==> src/design/stcf_pkg.sv <==
// Shared types and constants for the stationary target capture block.
`timescale 1ns / 1ps
package stcf_pkg;

    localparam int COORD_BITS  = 16;
    localparam int TIME_BITS   = 32;
    localparam int NUM_CORNERS = 4;

    localparam int CFG_IDX_W  = 2;
    localparam int CFG_DATA_W = 32;
    localparam int DWELL_W    = 16;
    localparam int THR_W      = 10;

    localparam logic [CFG_IDX_W-1:0] CFG_START_TIME  = 2'd0;
    localparam logic [CFG_IDX_W-1:0] CFG_READY_DWELL = 2'd1;
    localparam logic [CFG_IDX_W-1:0] CFG_STILL_DWELL = 2'd2;
    localparam logic [CFG_IDX_W-1:0] CFG_MOTION_THR  = 2'd3;

    localparam logic [DWELL_W-1:0] READY_DWELL_RST = 16'd500;
    localparam logic [DWELL_W-1:0] STILL_DWELL_RST = 16'd4000;
    localparam logic [THR_W-1:0]   MOTION_THR_RST  = 10'd80;

    // squared distance, padded to an even width for the root unit
    localparam int SQ_W    = 2 * COORD_BITS + 1;
    localparam int SQP_W   = SQ_W + (SQ_W % 2);
    localparam int ROOT_W  = SQP_W / 2;
    localparam int REM_W   = ROOT_W + 3;
    localparam int ITER_W  = $clog2(ROOT_W + 1);
    localparam int MOT_W   = ROOT_W + $clog2(NUM_CORNERS);
    localparam int SCALE_W = 12;
    localparam int PROD_W  = MOT_W + SCALE_W;
    localparam int DIST_W  = $clog2(2 * NUM_CORNERS);

    localparam logic [SCALE_W-1:0] MOTION_SCALE = 12'd4000;

    typedef enum logic [1:0] {
        MODE_READY      = 2'd0,
        MODE_TRACKING   = 2'd1,
        MODE_STATIONARY = 2'd2,
        MODE_CAPTURED   = 2'd3
    } stcf_mode_t;

    typedef struct packed {
        logic       load_in;
        logic       clr_acc;
        logic       sq_x;
        logic       sq_y;
        logic       root_start;
        logic       acc;
        logic       sel_side;
        logic       mul_m;
        logic       mul_t;
        logic       store_prev;
        logic       set_last_empty;
        logic       set_still_start;
        logic       load_out;
        stcf_mode_t out_mode;
        logic       out_capture;
        logic       out_still;
    } stcf_cmd_t;

    typedef struct packed {
        logic present;
        logic ready_ok;
        logic dwell_ok;
        logic still_ok;
        logic root_busy;
    } stcf_status_t;

endpackage

==> src/design/stcf_isqrt.sv <==
// Floor integer square root, one result bit per cycle.
`timescale 1ns / 1ps
module stcf_isqrt (
    input  logic                        clk,
    input  logic                        rst_n,
    input  logic                        start,
    input  logic [stcf_pkg::SQP_W-1:0]  value,
    output logic                        busy,
    output logic [stcf_pkg::ROOT_W-1:0] root
);
    import stcf_pkg::*;

    logic [SQP_W-1:0]  val_reg, val_next;
    logic [REM_W-1:0]  rem_reg, rem_next;
    logic [ROOT_W-1:0] root_reg, root_next;
    logic [ITER_W-1:0] cnt_reg, cnt_next;
    logic              busy_reg, busy_next;

    logic [REM_W-1:0] rem_sh;
    logic [REM_W-1:0] trial;
    logic             ge;

    always_comb
    begin
        rem_sh    = {rem_reg[REM_W-3:0], val_reg[SQP_W-1 -: 2]};
        trial     = REM_W'({root_reg, 2'b01});
        ge        = rem_sh >= trial;
        val_next  = val_reg;
        rem_next  = rem_reg;
        root_next = root_reg;
        cnt_next  = cnt_reg;
        busy_next = busy_reg;
        if (start)
        begin
            val_next  = value;
            rem_next  = '0;
            root_next = '0;
            cnt_next  = '0;
            busy_next = 1'b1;
        end
        else if (busy_reg)
        begin
            val_next  = {val_reg[SQP_W-3:0], 2'b00};
            rem_next  = ge ? rem_sh - trial : rem_sh;
            root_next = {root_reg[ROOT_W-2:0], ge};
            cnt_next  = cnt_reg + 1'b1;
            if (cnt_reg == ITER_W'(ROOT_W - 1))
            begin
                busy_next = 1'b0;
            end
        end
    end

    always_ff @(posedge clk or negedge rst_n)
    begin
        if (!rst_n)
        begin
            busy_reg <= 1'b0;
            cnt_reg  <= '0;
        end
        else
        begin
            busy_reg <= busy_next;
            cnt_reg  <= cnt_next;
        end
    end

    always_ff @(posedge clk)
    begin
        val_reg  <= val_next;
        rem_reg  <= rem_next;
        root_reg <= root_next;
    end

    assign busy = busy_reg;
    assign root = root_reg;

endmodule

==> src/design/stcf_dpath.sv <==
// Datapath: frame registers, corner store, distance pipeline, timers and result register.
`timescale 1ns / 1ps
module stcf_dpath (
    input  logic                     clk,
    input  logic                     rst_n,
    input  logic                     cfg_we,
    input  logic [stcf_pkg::CFG_IDX_W-1:0]  cfg_index,
    input  logic [stcf_pkg::CFG_DATA_W-1:0] cfg_wdata,
    input  logic                     in_present,
    input  logic [stcf_pkg::TIME_BITS-1:0] in_time,
    input  logic [stcf_pkg::NUM_CORNERS-1:0][stcf_pkg::COORD_BITS-1:0] in_cx,
    input  logic [stcf_pkg::NUM_CORNERS-1:0][stcf_pkg::COORD_BITS-1:0] in_cy,
    input  stcf_pkg::stcf_cmd_t      cmd,
    output stcf_pkg::stcf_status_t   status,
    output logic [1:0]               mode,
    output logic                     capture_now,
    output logic                     still_frame,
    output logic [31:0]              still_elapsed_ms
);
    import stcf_pkg::*;

    logic [DWELL_W-1:0]   ready_dwell_reg;
    logic [DWELL_W-1:0]   still_dwell_reg;
    logic [THR_W-1:0]     thr_reg;
    logic [TIME_BITS-1:0] last_empty_reg;
    logic [TIME_BITS-1:0] still_start_reg;

    logic                 present_reg;
    logic [TIME_BITS-1:0] t_reg;
    logic [NUM_CORNERS-1:0][COORD_BITS-1:0] cx_reg, cy_reg, px_reg, py_reg;

    logic [SQP_W-1:0]  sq_reg;
    logic [MOT_W-1:0]  motion_reg;
    logic [ROOT_W-1:0] side_reg;
    logic [PROD_W-1:0] pm_reg, pt_reg;

    logic [1:0]  mode_out_reg;
    logic        cap_out_reg;
    logic        still_out_reg;
    logic [31:0] elapsed_out_reg;

    logic [COORD_BITS-1:0]   bx, by, dx, dy, sq_op;
    logic [2*COORD_BITS-1:0] prod;
    logic                    root_busy;
    logic [ROOT_W-1:0]       root;
    logic [TIME_BITS-1:0]    ready_diff, still_diff, still_base, out_diff;

    stcf_isqrt u_isqrt (
        .clk   (clk),
        .rst_n (rst_n),
        .start (cmd.root_start),
        .value (sq_reg),
        .busy  (root_busy),
        .root  (root)
    );

    always_comb
    begin
        bx    = cmd.sel_side ? cx_reg[1] : px_reg[0];
        by    = cmd.sel_side ? cy_reg[1] : py_reg[0];
        dx    = (cx_reg[0] > bx) ? cx_reg[0] - bx : bx - cx_reg[0];
        dy    = (cy_reg[0] > by) ? cy_reg[0] - by : by - cy_reg[0];
        sq_op = cmd.sq_y ? dy : dx;
        prod  = sq_op * sq_op;

        ready_diff = t_reg - last_empty_reg;
        still_diff = t_reg - still_start_reg;
        still_base = cmd.set_still_start ? t_reg : still_start_reg;
        out_diff   = t_reg - still_base;

        status.present   = present_reg;
        status.ready_ok  = ready_diff >= TIME_BITS'(ready_dwell_reg);
        status.dwell_ok  = still_diff > TIME_BITS'(still_dwell_reg);
        status.still_ok  = (side_reg != '0) && (pm_reg < pt_reg);
        status.root_busy = root_busy;
    end

    always_ff @(posedge clk or negedge rst_n)
    begin
        if (!rst_n)
        begin
            ready_dwell_reg <= READY_DWELL_RST;
            still_dwell_reg <= STILL_DWELL_RST;
            thr_reg         <= MOTION_THR_RST;
            last_empty_reg  <= '0;
            still_start_reg <= '0;
        end
        else
        begin
            if (cfg_we)
            begin
                unique case (cfg_index)
                    CFG_START_TIME:  last_empty_reg  <= TIME_BITS'(cfg_wdata);
                    CFG_READY_DWELL: ready_dwell_reg <= DWELL_W'(cfg_wdata);
                    CFG_STILL_DWELL: still_dwell_reg <= DWELL_W'(cfg_wdata);
                    CFG_MOTION_THR:  thr_reg         <= THR_W'(cfg_wdata);
                    default: ;
                endcase
            end
            if (cmd.set_last_empty)
            begin
                last_empty_reg <= t_reg;
            end
            if (cmd.set_still_start)
            begin
                still_start_reg <= t_reg;
            end
        end
    end

    always_ff @(posedge clk)
    begin
        if (cmd.load_in)
        begin
            present_reg <= in_present;
            t_reg       <= in_time;
            cx_reg      <= in_cx;
            cy_reg      <= in_cy;
        end
        else if (cmd.acc)
        begin
            // rotate so the next corner sits at the fixed taps
            for (int i = 0; i < NUM_CORNERS; i++)
            begin
                cx_reg[i] <= cx_reg[(i + 1) % NUM_CORNERS];
                cy_reg[i] <= cy_reg[(i + 1) % NUM_CORNERS];
                if (!cmd.sel_side)
                begin
                    px_reg[i] <= px_reg[(i + 1) % NUM_CORNERS];
                    py_reg[i] <= py_reg[(i + 1) % NUM_CORNERS];
                end
            end
        end
        if (cmd.store_prev)
        begin
            px_reg <= cx_reg;
            py_reg <= cy_reg;
        end

        if (cmd.sq_x)
        begin
            sq_reg <= SQP_W'(prod);
        end
        else if (cmd.sq_y)
        begin
            sq_reg <= sq_reg + SQP_W'(prod);
        end

        if (cmd.clr_acc)
        begin
            motion_reg <= '0;
            side_reg   <= '0;
        end
        else if (cmd.acc)
        begin
            if (cmd.sel_side)
            begin
                if (root > side_reg)
                begin
                    side_reg <= root;
                end
            end
            else
            begin
                motion_reg <= motion_reg + MOT_W'(root);
            end
        end

        if (cmd.mul_m)
        begin
            pm_reg <= PROD_W'(motion_reg) * PROD_W'(MOTION_SCALE);
        end
        if (cmd.mul_t)
        begin
            pt_reg <= PROD_W'(thr_reg) * PROD_W'(side_reg);
        end

        if (cmd.load_out)
        begin
            mode_out_reg    <= cmd.out_mode;
            cap_out_reg     <= cmd.out_capture;
            still_out_reg   <= cmd.out_still;
            elapsed_out_reg <= (cmd.out_mode == MODE_STATIONARY) ? 32'(out_diff) : 32'd0;
        end
    end

    assign mode             = mode_out_reg;
    assign capture_now      = cap_out_reg;
    assign still_frame      = still_out_reg;
    assign still_elapsed_ms = elapsed_out_reg;

endmodule

==> src/design/stcf_ctrl.sv <==
// Controller: mode register, distance sequencing and handshakes.
`timescale 1ns / 1ps
module stcf_ctrl (
    input  logic                   clk,
    input  logic                   rst_n,
    input  logic                   in_valid,
    output logic                   in_ready,
    output logic                   out_valid,
    input  logic                   out_ready,
    input  stcf_pkg::stcf_status_t status,
    output stcf_pkg::stcf_cmd_t    cmd
);
    import stcf_pkg::*;

    typedef enum logic [3:0] {
        S_IDLE,
        S_LOAD,
        S_SQX,
        S_SQY,
        S_START,
        S_ROOT,
        S_ACC,
        S_MULM,
        S_MULT,
        S_DONE
    } state_t;

    state_t            state_reg, state_next;
    logic [DIST_W-1:0] j_reg, j_next;
    stcf_mode_t        mode_reg, mode_next;
    logic              out_valid_reg, out_valid_next;

    always_comb
    begin
        state_next     = state_reg;
        j_next         = j_reg;
        mode_next      = mode_reg;
        out_valid_next = out_valid_reg && !out_ready;
        cmd            = '0;
        cmd.out_mode   = mode_reg;
        cmd.sel_side   = j_reg[DIST_W-1];

        unique case (state_reg)
            S_IDLE:
            begin
                if (in_valid)
                begin
                    cmd.load_in = 1'b1;
                    state_next  = S_LOAD;
                end
            end
            S_LOAD:
            begin
                cmd.clr_acc = 1'b1;
                j_next      = '0;
                if (status.present &&
                    (mode_reg == MODE_TRACKING || mode_reg == MODE_STATIONARY))
                begin
                    state_next = S_SQX;
                end
                else
                begin
                    state_next = S_DONE;
                end
            end
            S_SQX:
            begin
                cmd.sq_x   = 1'b1;
                state_next = S_SQY;
            end
            S_SQY:
            begin
                cmd.sq_y   = 1'b1;
                state_next = S_START;
            end
            S_START:
            begin
                cmd.root_start = 1'b1;
                state_next     = S_ROOT;
            end
            S_ROOT:
            begin
                if (!status.root_busy)
                begin
                    state_next = S_ACC;
                end
            end
            S_ACC:
            begin
                cmd.acc = 1'b1;
                j_next  = j_reg + 1'b1;
                if (j_reg == DIST_W'(2 * NUM_CORNERS - 1))
                begin
                    state_next = S_MULM;
                end
                else
                begin
                    state_next = S_SQX;
                end
            end
            S_MULM:
            begin
                cmd.mul_m  = 1'b1;
                state_next = S_MULT;
            end
            S_MULT:
            begin
                cmd.mul_t  = 1'b1;
                state_next = S_DONE;
            end
            S_DONE:
            begin
                // hold the decision until the result register is free
                if (!out_valid_reg || out_ready)
                begin
                    if (!status.present)
                    begin
                        mode_next          = MODE_READY;
                        cmd.set_last_empty = 1'b1;
                    end
                    else
                    begin
                        unique case (mode_reg)
                            MODE_READY:
                            begin
                                if (status.ready_ok)
                                begin
                                    mode_next      = MODE_TRACKING;
                                    cmd.store_prev = 1'b1;
                                end
                            end
                            MODE_TRACKING:
                            begin
                                cmd.store_prev = 1'b1;
                                if (status.still_ok)
                                begin
                                    cmd.out_still       = 1'b1;
                                    cmd.set_still_start = 1'b1;
                                    mode_next           = MODE_STATIONARY;
                                end
                            end
                            MODE_STATIONARY:
                            begin
                                cmd.store_prev = 1'b1;
                                if (!status.still_ok)
                                begin
                                    mode_next = MODE_TRACKING;
                                end
                                else
                                begin
                                    cmd.out_still = 1'b1;
                                    if (status.dwell_ok)
                                    begin
                                        mode_next       = MODE_CAPTURED;
                                        cmd.out_capture = 1'b1;
                                    end
                                end
                            end
                            MODE_CAPTURED: ;
                            default: ;
                        endcase
                    end
                    cmd.out_mode   = mode_next;
                    cmd.load_out   = 1'b1;
                    out_valid_next = 1'b1;
                    state_next     = S_IDLE;
                end
            end
            default: state_next = S_IDLE;
        endcase
    end

    always_ff @(posedge clk or negedge rst_n)
    begin
        if (!rst_n)
        begin
            state_reg     <= S_IDLE;
            j_reg         <= '0;
            mode_reg      <= MODE_READY;
            out_valid_reg <= 1'b0;
        end
        else
        begin
            state_reg     <= state_next;
            j_reg         <= j_next;
            mode_reg      <= mode_next;
            out_valid_reg <= out_valid_next;
        end
    end

    assign in_ready  = (state_reg == S_IDLE);
    assign out_valid = out_valid_reg;

endmodule

==> src/design/stationary_target_capture_fsm_top.sv <==
// Top level of the stationary target capture controller.
`timescale 1ns / 1ps
// Takes one camera frame per item and returns one result item per frame: the
// mode after the frame (ready, tracking, stationary, captured), a capture
// strobe, the stillness test result and the time spent stationary. A frame in
// tracking or stationary mode with the board present runs eight corner
// distances through one shared square-root unit that makes one root bit per
// cycle; any other frame goes straight to the decision. The next frame is
// accepted while a result still waits in the output register. Configuration
// writes are registered and are only to be made while no frame is in flight.
module stationary_target_capture_fsm_top (
    input  logic        clk,
    input  logic        rst_n,
    input  logic        cfg_we,
    input  logic [stcf_pkg::CFG_IDX_W-1:0]  cfg_index,
    input  logic [stcf_pkg::CFG_DATA_W-1:0] cfg_wdata,
    input  logic        in_valid,
    output logic        in_ready,
    input  logic        board_present,
    input  logic [31:0] time_ms,
    input  logic [15:0] corner0_x,
    input  logic [15:0] corner0_y,
    input  logic [15:0] corner1_x,
    input  logic [15:0] corner1_y,
    input  logic [15:0] corner2_x,
    input  logic [15:0] corner2_y,
    input  logic [15:0] corner3_x,
    input  logic [15:0] corner3_y,
    output logic        out_valid,
    input  logic        out_ready,
    output logic [1:0]  mode,
    output logic        capture_now,
    output logic        still_frame,
    output logic [31:0] still_elapsed_ms
);
    import stcf_pkg::*;

    stcf_cmd_t    cmd;
    stcf_status_t status;
    logic [NUM_CORNERS-1:0][COORD_BITS-1:0] cx, cy;
    logic [TIME_BITS-1:0] t_in;

    assign t_in  = TIME_BITS'(time_ms);
    assign cx[0] = COORD_BITS'(corner0_x);
    assign cy[0] = COORD_BITS'(corner0_y);
    assign cx[1] = COORD_BITS'(corner1_x);
    assign cy[1] = COORD_BITS'(corner1_y);
    assign cx[2] = COORD_BITS'(corner2_x);
    assign cy[2] = COORD_BITS'(corner2_y);
    assign cx[3] = COORD_BITS'(corner3_x);
    assign cy[3] = COORD_BITS'(corner3_y);

    stcf_ctrl u_ctrl (
        .clk       (clk),
        .rst_n     (rst_n),
        .in_valid  (in_valid),
        .in_ready  (in_ready),
        .out_valid (out_valid),
        .out_ready (out_ready),
        .status    (status),
        .cmd       (cmd)
    );

    stcf_dpath u_dpath (
        .clk              (clk),
        .rst_n            (rst_n),
        .cfg_we           (cfg_we),
        .cfg_index        (cfg_index),
        .cfg_wdata        (cfg_wdata),
        .in_present       (board_present),
        .in_time          (t_in),
        .in_cx            (cx),
        .in_cy            (cy),
        .cmd              (cmd),
        .status           (status),
        .mode             (mode),
        .capture_now      (capture_now),
        .still_frame      (still_frame),
        .still_elapsed_ms (still_elapsed_ms)
    );

endmodule

==> config.mk <==
export PLATFORM = sky130hd
export DESIGN_NAME = stationary_target_capture_fsm_top
export DESIGN_NICKNAME = d
export VERILOG_FILES = /design/src/design/stcf_pkg.sv /design/src/design/stcf_isqrt.sv /design/src/design/stcf_dpath.sv /design/src/design/stcf_ctrl.sv /design/src/design/stationary_target_capture_fsm_top.sv
export SDC_FILE = /design/constraint.sdc
export NUM_CORES = 2
export LEC_CHECK = 0
export ABC_AREA = 1
export BUFFER_PORTS_ARGS = -buffer_cell sky130_fd_sc_hd__buf_2
export CAP_MARGIN = 20
export CORE_MARGIN = 5
export CORE_UTILIZATION = 65
export CTS_BUF_LIST = sky130_fd_sc_hd__clkbuf_8
export CTS_CLUSTER_DIAMETER = 200
export DETAILED_ROUTE_END_ITERATION = 8
export PLACE_DENSITY = 0.81
export RECOVER_POWER = 50
export SYNTH_ARGS = -nofsm -noshare
export SYNTH_HDL_FRONTEND = slang
export SYNTH_HIERARCHICAL = 1
export SYNTH_SLANG_ARGS = --single-unit
==> constraint.sdc <==
create_clock -name clk -period 23 [get_ports clk]
set_input_delay 4.6 -clock clk [delete_from_list [all_inputs] [get_ports clk]]
set_output_delay 4.6 -clock clk [all_outputs]
set_load 0.01 [all_outputs]
## Word-level counts from Yosys, hierarchy flattened

Index checks and enable logic that the tools add are counted.
W data, S select, Z words.

- Register bits after elaboration: 639
- Input bits: 200
- Output and inout bits: 38
- Logic and storage cells: 192

- $add $sub $neg: 12
- Multipliers: 3
- Magnitude comparators: 7
- Eq/ne operators: 22
- Muxes and demuxes: 75
- Bitwise operators: 1
- Reduce and logical (&&, ||, !) cells: 30

Operators by type and width:

| operator | number |
|---|---|
| $mux W64 | 10 |
| $mux W16 | 13 |
| $mux W32 | 6 |
| $sub A32 B32 Y32 | 3 |
| $mux W34 | 2 |
| $sub A16 B16 Y16 | 4 |
| $pmux W4 S10 | 1 |
| $add A34 B32 Y34 | 1 |
| $ge A32 B16 Y1 | 1 |
| $gt A16 B16 Y1 | 2 |
| $gt A32 B16 Y1 | 1 |
| $mul A16 B16 Y32 | 1 |
| $lt A31 B27 Y1 | 1 |
| $mul A10 B17 Y27 | 1 |
| $mul A19 B7 Y26 const B | 1 |
| $mux W1 | 22 |
| $ge A20 B19 Y1 | 1 |
| $add A19 B17 Y19 | 1 |
| $mux W18 | 1 |
| $sub A18 B18 Y18 | 1 |
| $gt A17 B17 Y1 | 1 |
| $reduce_bool A17 Y1 | 1 |
| $eq A4 B3 Y1 const B | 4 |
| $mux W4 | 4 |
| 29 further kinds | 66 |

## Logic depth before layout (Yosys ltp)

- Depth after elaboration: 10
- Mapped depth: 61
- Depth with buffers taken out: 58

## Hierarchy

The synthesis kept the hierarchy.

Modules (own cells, without submodules):

| module | instances | cells each | area an instance (um2) | seq. area each (um2) |
|---|---|---|---|---|
| stcf_dpath | 1 | 6302 | 50975.1 | 15742.6 |
| stcf_isqrt | 1 | 569 | 4249.1 | 1871.8 |
| stcf_ctrl | 1 | 116 | 833.3 | 250.2 |

## Worst setup path before layout

No wires, ideal clock.

- Kind: input-to-reg
- Start point: in in_valid
- End point: reg u_dpath/px_reg[0] (netlist name), enable pin
- Library setup time: 0.792 ns
- Arrival: 14.713 ns
- Data required time: 22.208 ns
- Setup slack: 7.495 ns
- Stages: 6
- Path buffers: 3
- Cell sequence: inv_1 nor2_1 clkbuf_1 clkbuf_1 clkbuf_1 o21ai_0

RTL lines:

| what | RTL line | RTL |
|---|---|---|
| start, declared | stationary_target_capture_fsm_top.sv:17 | `input logic in_valid,` |
| end signal, assigned by index | stcf_dpath.sv:129 | `px_reg[i] <= px_reg[(i + 1) % NUM_CORNERS];` |
| end signal, assigned | stcf_dpath.sv:136 | `px_reg <= cx_reg;` |
| end, declared | stcf_dpath.sv:30 | `logic [NUM_CORNERS-1:0][COORD_BITS-1:0] cx_reg, cy_reg, px_reg, py_reg;` |

==> summary.md <==
| Metric | Value |
|---|---|
| Synth Area in Compound Gates | 12.35% |
| Syn Inst Count | between 6k and 7k |
| Clock Latency Late Sink | 770 ps |
| Slowest CP cell | nor2_1 |
| Max Cap Viol | 10 |
| Area leader, netlist | edfxtp_1 |
| Clk sinks | 639 |
| Post-CTS Hold Buffers | 0 |
| Largest net degree at the start of global routing | 262 |
| Syn Nets | about 8.1k |
| Hold Vio Cnt, Final | 0 |
| DR WL/cell | approximately 18 µm |
| Core Area | 85410 µm² |
| Final Skew | 44.35 ps |
| Top cell by count, worst path | a21oi_1 |
| Fraction of layout instances using a drive strength above 1 | 6.451% |
| Synth area leaders | edfxtp_1 24%, fa_1 13%, ha_1 12%, nand2_1 11%, inv_1 8.4% |
| Num CTS Buffers | 109 |
| Count of cell types in the netlist | 68 |
| Global route overflow | 0 |
| Initial DRC Count | between 3k and 4k |
| Sequential fraction of the synthesis area | a little under a third |
| Worst-case clock buffer depth | 3 |
| Antenna viol nets, final | 0 |
| TritonCTS clock tree | done |
| Die X | 303.7 µm |
| Routed WL | 149100 µm |
| Worst Hold Class | flop to flop |
| Yosys Warn Count | 6 |
| Slew @ Worst Pin | between 3000 and 4000 ps |
| Synthesized area | 56060 µm² |
| Vias | 47.48k |
| Initial antenna violation count | 4 |
| Number of flops mapped to enable cells by yosys | between 400 and 500 |
| PortBufs | around 240 |
| Met2 usage in global routing | 55.72% |
| Unrepaired setup endpoints after global routing | false |
| Async SR Flop Fraction | a little under a fifth |
| Setup TNS | 0 ps |
| H-Tree Level Count | 3 |
| # IOs | 238 |
| Multiplexer area fraction after synthesis | 0.02009% |
| Global Route met1 Usage | 40.01% |
| Drt pass-1 iters | 6 |
| Post-Synth Simple-Gate Area | 18.89% |
| Worst-path cell chain | clkbuf_1 -> nor2_1 -> nor2_1 -> nand2_1 -> nor2_4 -> clkbuf_1 -> a21oi_1 -> ha_1 -> fa_1 -> o21ai_0 -> a21oi_1 -> o21ai_0 -> a21oi_1 -> o21ai_0 -> a21oi_1 -> o21ai_0 -> a21oi_1 |
| Final setup viols | 0 |
| Fin crit share | 57.32% |
| Synth top area share | a little under a quarter |
| WP data arrival | approximately 14000 ps |
| Top Usage Layer GRT | met2 |
| Status | finished, violations left |
| CP required | 23470 ps |
| Xor and xnor fraction of the mapped netlist area | ~2.6% |
| # nets final | 8257 |
| Main synth FF type | edfxtp_1 |
| Violated checks | max-capacitance violations, max-slew violations |
| Startpoint Class | primary input |
| RePlAce Congestion | approximately 0.97 |
| Initial Util | 65.63% |
| Vias in the first global route | 47.42k |
| F_max | 0.07585 GHz |
| Routed vias/inst | 5.642 |
| Row Count | 107 |
| DP HPWL | between 100000 and 150000 µm |
| Critical path class | primary input to flop |
| Post-synthesis area per instance | 8.023 µm² |
| Die Y-Extent | 303.7 µm |
| Worst-path fanout max | 64 |
| Slowest cell delay on critical path | between 2000 and 3000 ps |
| Root Driver | clkbuf_8 |
| Die area | 92220 µm² |
| CP endpoint kind | flop |
| Post-CTS setup buffers | 0 |
| GRT Resource Usage Total | 31.77% |
| Max-slew violations | about 460 |
| Post-synthesis adder-cell area fraction | 24.30% |
| Seq cells post-synth | 639 |
| Max-slew headroom | -143.8% |
| First-pass GRT wire length | 241100 µm |
| Area added between synthesis and finish | 7.142% |
| CP top delay family | simple AND/OR/NAND/NOR gates |
| Minimum clock period | around 13000 ps |
| Largest family of logic cells by synthesized area | adder cells |
| Met3 Usage GRT | under 10% |
| Post-cts repair resize count | 0 |
| Crit path buffers/inverters | 2 |
| DR DRC count | 0 |
| Register clock-pin slew on the reported worst setup and hold paths | 60 ps |
-- logic make-up (layout without fill, tap and decap cells) --
family                   Yosys count  count (layout)
adder cells (fa/ha/maj)          877             877
AND/OR/NAND/NOR                 2570            2570
buffers and inverters           1462            1745
AO/OA/AOI/OAI                   1272            1272
flip-flops                       639             639
other                              0               1
multiplexers                       1               1
XOR/XNOR                         166             166
-- layout make-up --
type	instances	area, µm²
Timing Repair Buffer	264	1291
Multi-Input combinational cell	4886	32580
Antenna cell	1	2.502
Clock buffer	117	1610
Clock inverter	84	470.5
Inverter	1280	4815
Fill cell	7131	25350
Tap cell	1144	1431
Sequential cell	639	17870
-- stage by stage --
step           worst slack, ps  hold slack, ps  instance area, µm²  utilization (%)  std cells
2_1_floorplan             7495           435.4               56060                -       6987
3_3_place_gp             12500           458.2               58150            68.09       8210
3_5_place_dp             12250           465.9               58180            68.12       8211
4_1_cts                  12140           475.3               60260            70.55       8412
5_1_grt                   9181           489.4               60060            70.32       8415
6_report                  9816           474.7               60060            70.32       8415
-- placed cells by master (no fill, tap or decap), types with 20 or more instances in the layout --
master / count
ha_1: 524
clkinv_1: 20
nand2_1: 1638
o211ai_1: 35
xnor2_1: 48
dfxtp_1: 73
fa_1: 353
nor2_1: 474
dfrtp_1: 107
nand2_2: 22
o21bai_1: 23
inv_1: 1304
a211oi_1: 22
nand3_1: 216
o21a_1: 26
nand4_1: 45
clkbuf_8: 117
a21oi_1: 411
nor3_1: 70
clkbuf_1: 58
buf_2: 194
o21ai_0: 636
xor2_1: 118
edfxtp_1: 444
-- worst reg2reg max path: cells and delay by family (launching register included) --
family / cells / cell delay (ps)
compound gates: 6 / 1290
fa+ha+maj: 8 / 3810
simple gates: 16 / 3060
flops: 1 / 430
buf+inv: 9 / 2790
-- routing by layer --
layer | routed length, µm | part of all wire [%]
met1 | 59330 | 40
met2 | 73390 | 49
met3 | 9907 | 6.6
met4 | 6459 | 4.3
met5 | 24 | 0.016
-- cells in the mapped netlist (9+ instances only) --
cell and n:
xor2_1 118, o21bai_1 23, inv_1 1250, o211ai_1 35
nand4_1 45, nand2_1 1637, inv_2 21, o21a_1 26
nand2_2 23, nand3_1 216, ha_1 524, a21oi_1 411
or2_1 13, nand3_2 10, o21ai_0 634, nor3_1 69
clkbuf_1 146, nand3b_1 9, nor4_1 17, xnor2_1 48
nor2_2 14, edfxtp_1 444, a211oi_1 22, dfrtp_1 108
dfstp_2 14, a21boi_0 9, nor2_4 9, o21ai_1 16
a31oi_1 19, a21o_1 19, buf_1 13, o22ai_1 17
dfxtp_1 73, or2_2 17, fa_1 353, nor2_1 473
-- final timing paths --
path | from | end | slack (ps) | cells after the start
max reg2reg | u_ctrl/state_reg[3] | u_dpath/sq_reg[33] | 11470 | 39
min | u_dpath/u_isqrt/rem_reg[11] | u_dpath/u_isqrt/rem_reg[11] | 470 | 2
min reg2reg | u_dpath/u_isqrt/rem_reg[11] | u_dpath/u_isqrt/rem_reg[11] | 470 | 2
min in group asynchronous | rst_n | u_dpath/last_empty_reg[26] | 3810 | 1
max | out_ready | u_dpath/still_elapsed_ms[22] | 9820 | 17
max in group asynchronous | rst_n | u_ctrl/j_reg[2] | 13350 | 3
Power is not shown: default switching activity piles up to over one toggle a cycle in this logic, so the estimate is an artifact.
